`config.mk`:
```
export PLATFORM = sky130hd
export DESIGN_NAME = wto_mac
export DESIGN_NICKNAME = d
export VERILOG_FILES = /design/src/rtl/wto_mac.sv
export SDC_FILE = /design/constraint.sdc
export NUM_CORES = 1
export LEC_CHECK = 0
export CELL_PAD_IN_SITES_DETAIL_PLACEMENT = 1
export CELL_PAD_IN_SITES_GLOBAL_PLACEMENT = 2
export CORE_MARGIN = 2
export CORE_UTILIZATION = 46
export CTS_CLUSTER_DIAMETER = 80
export DETAILED_ROUTE_END_ITERATION = 10
export DONT_BUFFER_PORTS = 1
export PLACE_DENSITY_LB_ADDON = 0.12
export SETUP_SLACK_MARGIN = 0.4
export SKIP_LAST_GASP = 1
export SLEW_MARGIN = 10
export SYNTH_ARGS = -nofsm -noshare
export SYNTH_HDL_FRONTEND = slang
export SYNTH_SLANG_ARGS = --single-unit
```
`constraint.sdc`:
```
create_clock -name clk -period 24.8 [get_ports clk]
set_clock_uncertainty 0.2 [all_clocks]
set_input_delay 1.24 -clock clk [delete_from_list [all_inputs] [get_ports clk]]
set_output_delay 1.24 -clock clk [all_outputs]
set_load 0.01 [all_outputs]
```
`src/rtl/wto_mac.sv`:
```
// Shared arithmetic unit: r = a + floor(m * (b - a) / 2^sh), registered.
// No dependencies.
`timescale 1ns / 1ps
`default_nettype none
module wto_mac (
	input  wire logic               clk,
	input  wire logic signed [17:0] a,
	input  wire logic signed [17:0] b,
	input  wire logic        [16:0] m,
	input  wire logic               sh15,
	output logic signed      [17:0] r
);
	logic signed [18:0] d;
	logic signed [36:0] p;
	logic signed [36:0] q;
	always_comb begin
		d = 19'(b) - 19'(a);
		p = 37'(d) * $signed({20'd0, m});
		q = sh15 ? (p >>> 15) : (p >>> 16);
	end
	always_ff @(posedge clk) r <= 18'(37'(a) + q);
endmodule
`default_nettype wire

```
==> results by group <==
Status
  • Outcome: completed

Detailed routing
  • DR vias: 9899
  • Final ANT Viol Nets: 0
  • Vias/cell: 5.207
  • DRC: 0
  • Detailed Route Iter0 Violations: 299
  • Routed len/inst: 19.39 um
  • Total routed wirelength: 36860 um
  • Drt first pass iters: 4

Critical path
  • Crit. End Element: flop
  • Crit path from: a[5]
  • CP max FO: 17
  • Critical path's slowest cell: xor2_2
  • Worst Setup EP: r[17]$_DFF_P_
  • Worst EP required: 24.80 ns
  • Crit path arrival time: 11.84 ns
  • CP Launch Type: primary input
  • Crit path largest cell delay: 0.88 ns
  • CP Class: primary input to flop

Min path
  • Hold Crit Start: a[0]
  • HP Class: primary input to flop

STA
  • PnR worst setup slack: 12.95 ns
  • Final period util: 47.77%
  • Final number of hold-violating endpoints: 0
  • Post-Route Setup TNS: 0 ns
  • Final min period: 11.85 ns
  • Actual slew at the worst max-slew pin: 1.105 ns
  • Unrepaired setup endpoints after global routing: false
  • WHS: 0.9131 ns
  • Final setup fails: 0
  • Slew Viols, Final: 0
  • Max Freq: 0.08442 GHz
  • Relative slew slack: 26.25%

Clock tree
  • Resize count post-CTS: 0
  • Post-CTS Setup Repair Bufs: 0
  • Worst-path clk slew: 0.06 ns
  • Post-CTS Hold Fix Bufs: 0
  • CTS Buf Count: 3
  • H-tree levels: 1
  • Clock root cell: clkbuf_16
  • CTS tree: yes
  • # clock sinks: 18
  • CTS max path bufs: 2

Placed design
  • Place WS: 12.78 ns
  • Global placement routability congestion: 0.7858
  • DP HPWL: 30380 um
  • Port Buffers: 0

Die
  • Num ports: 73
  • Die height: 175.2 um
  • Die area: 30680 sq um
  • Core ar.: 28780 sq um
  • Initial Utilization: 46.82%
  • Row count: 62
  • Chip Width: 175.2 um

Layout
  • Largest register FFs: 18
  • Largest registers: r: 18 flops
  • Largest Register: r
  • Ratio of cells with drive above 1 in the final layout: 2.571%
  • Final nets: 1994
  • Ant. Diodes: 0
  • P&R area growth vs syn: 3.965%

Run
  • Max cap viols: 0

Synthesis
  • Mean area per synthesized cell: 8.728 sq um
  • EDFF count, synth: 0
  • Gate Count Post-Synth: 1544
  • Synthesized Nets: 2020
  • Post-synthesis register bit count: 18
  • Share of the yosys chip area belonging to registers: 2.674%
  • Async SR Flop Fraction: 0%
  • Yosys warns: 0
  • Mapped Area: 13480 sq um
  • Primary FF master, synth: dfxtp_1
  • Count of unique library cells instantiated by Yosys: 64

Global routing
  • Total gr overflow: 0
  • Vias in the first global route: 11422
  • GRT Util Overall: 25.77%
  • First-pass GRT wire length: 61150 um
  • Initial antenna violation count: 0
  • Largest net degree at the start of global routing: 35
-- cell usage after synthesis (all sizes together), types with 2 or more instances --
cell type | n | share of area (%)
inv | 410 | 11
fa | 302 | 45
and2 | 156 | 7.2
nand2 | 150 | 4.2
ha | 119 | 11
xnor2 | 58 | 3.8
clkbuf | 47 | 1.3
nor2 | 40 | 1.1
a21oi | 38 | 1.4
nor2b | 27 | 1.3
o21ai | 25 | 0.96
dfxtp | 18 | 2.7
o21a | 14 | 0.78
nor3 | 13 | 0.48
xor2 | 10 | 0.65
a21o | 9 | 0.50
nand2b | 9 | 0.42
nand3 | 9 | 0.33
o21bai | 7 | 0.42
a221oi | 6 | 0.39
or3 | 6 | 0.32
or2 | 5 | 0.23
a211oi | 4 | 0.22
a31oi | 4 | 0.19
mux2i | 4 | 0.30
o211ai | 4 | 0.22
o31a | 4 | 0.33
o31ai | 4 | 0.22
a22o | 3 | 0.20
a22oi | 3 | 0.17
nor4 | 3 | 0.14
o22ai | 3 | 0.14
o41ai | 3 | 0.25
a211o | 2 | 0.13
a21boi | 2 | 0.11
and4 | 2 | 0.14
buf | 2 | 0.065
nand4b | 2 | 0.13
nor3b | 2 | 0.11
o2111ai | 2 | 0.13
-- critical path, delay by kind of cell --
family,cells,cell delay (ns)
compound gates,16,4.22
xor+xnor,2,1.01
fa+ha+maj,8,3.09
buf+inv,5,0.31
mux,1,0.25
simple gates,6,1.69
-- how the worst min path moves through the flow --
stage	endpoint	slack, ns	cells after the start
floorplan	r[0]$_DFF_P_	1.17	1
global placement	r[0]$_DFF_P_	1.19	1
detailed placement	r[0]$_DFF_P_	1.18	1
CTS	r[0]$_DFF_P_	0.91	1
global route	r[0]$_DFF_P_	0.92	1
finish	r[0]$_DFF_P_	0.91	1
-- area by class of cell --
cell class,count,area [sq um]
tap,384,480.5
inverter,411,1543
clock buffer,4,88.84
multi-input combinational,1066,11400
fill,3467,14770
timing repair buffer,18,135.1
sequential,18,360.3
-- per-stage QoR --
step | utilization (%) | instance area, sq um | instances
after floorplan | - | 13480 | 1544
after global placement | 48.37 | 13920 | 1897
after detailed placement | 48.37 | 13920 | 1897
after CTS | 48.68 | 14010 | 1901
after global routing | 48.68 | 14010 | 1901
final | 48.68 | 14010 | 1901
-- layer usage --
metal	track usage, %	wire length [um]
met2	48.92	20050
met5	0	0
met4	4.896	791
met1	31.69	14900
met3	2.524	1122
-- layout by cell type (no fill, tap or decap), types with 4 or more instances in the layout --
master and n:
a211oi_1 4, a21o_1 9, a21oi_1 37, a221oi_1 6
a31oi_1 4, and2_1 156, buf_4 18, dfxtp_1 18
fa_1 302, ha_1 119, inv_1 410, mux2i_1 4
nand2_1 150, nand2b_1 9, nand3_1 9, nor2_1 40
nor2b_1 27, nor3_1 13, o211ai_1 4, o21a_1 14
o21ai_0 23, o21bai_1 6, o31ai_1 4, or2_2 4
or3_1 5, xnor2_1 57, xor2_1 8
-- cell families after synthesis --
logic type      Yosys count  synth area share (%)
fa+ha+maj               421                 55.91
simple gates            427                 16.27
flops                    18                 2.674
compound gates          145                 7.465
buf+inv                 460                 12.82
mux                       5                0.3807
xor+xnor                 68                 4.475
Power is not shown: default switching activity piles up to over one toggle a cycle in this logic, so the estimate is an artifact.
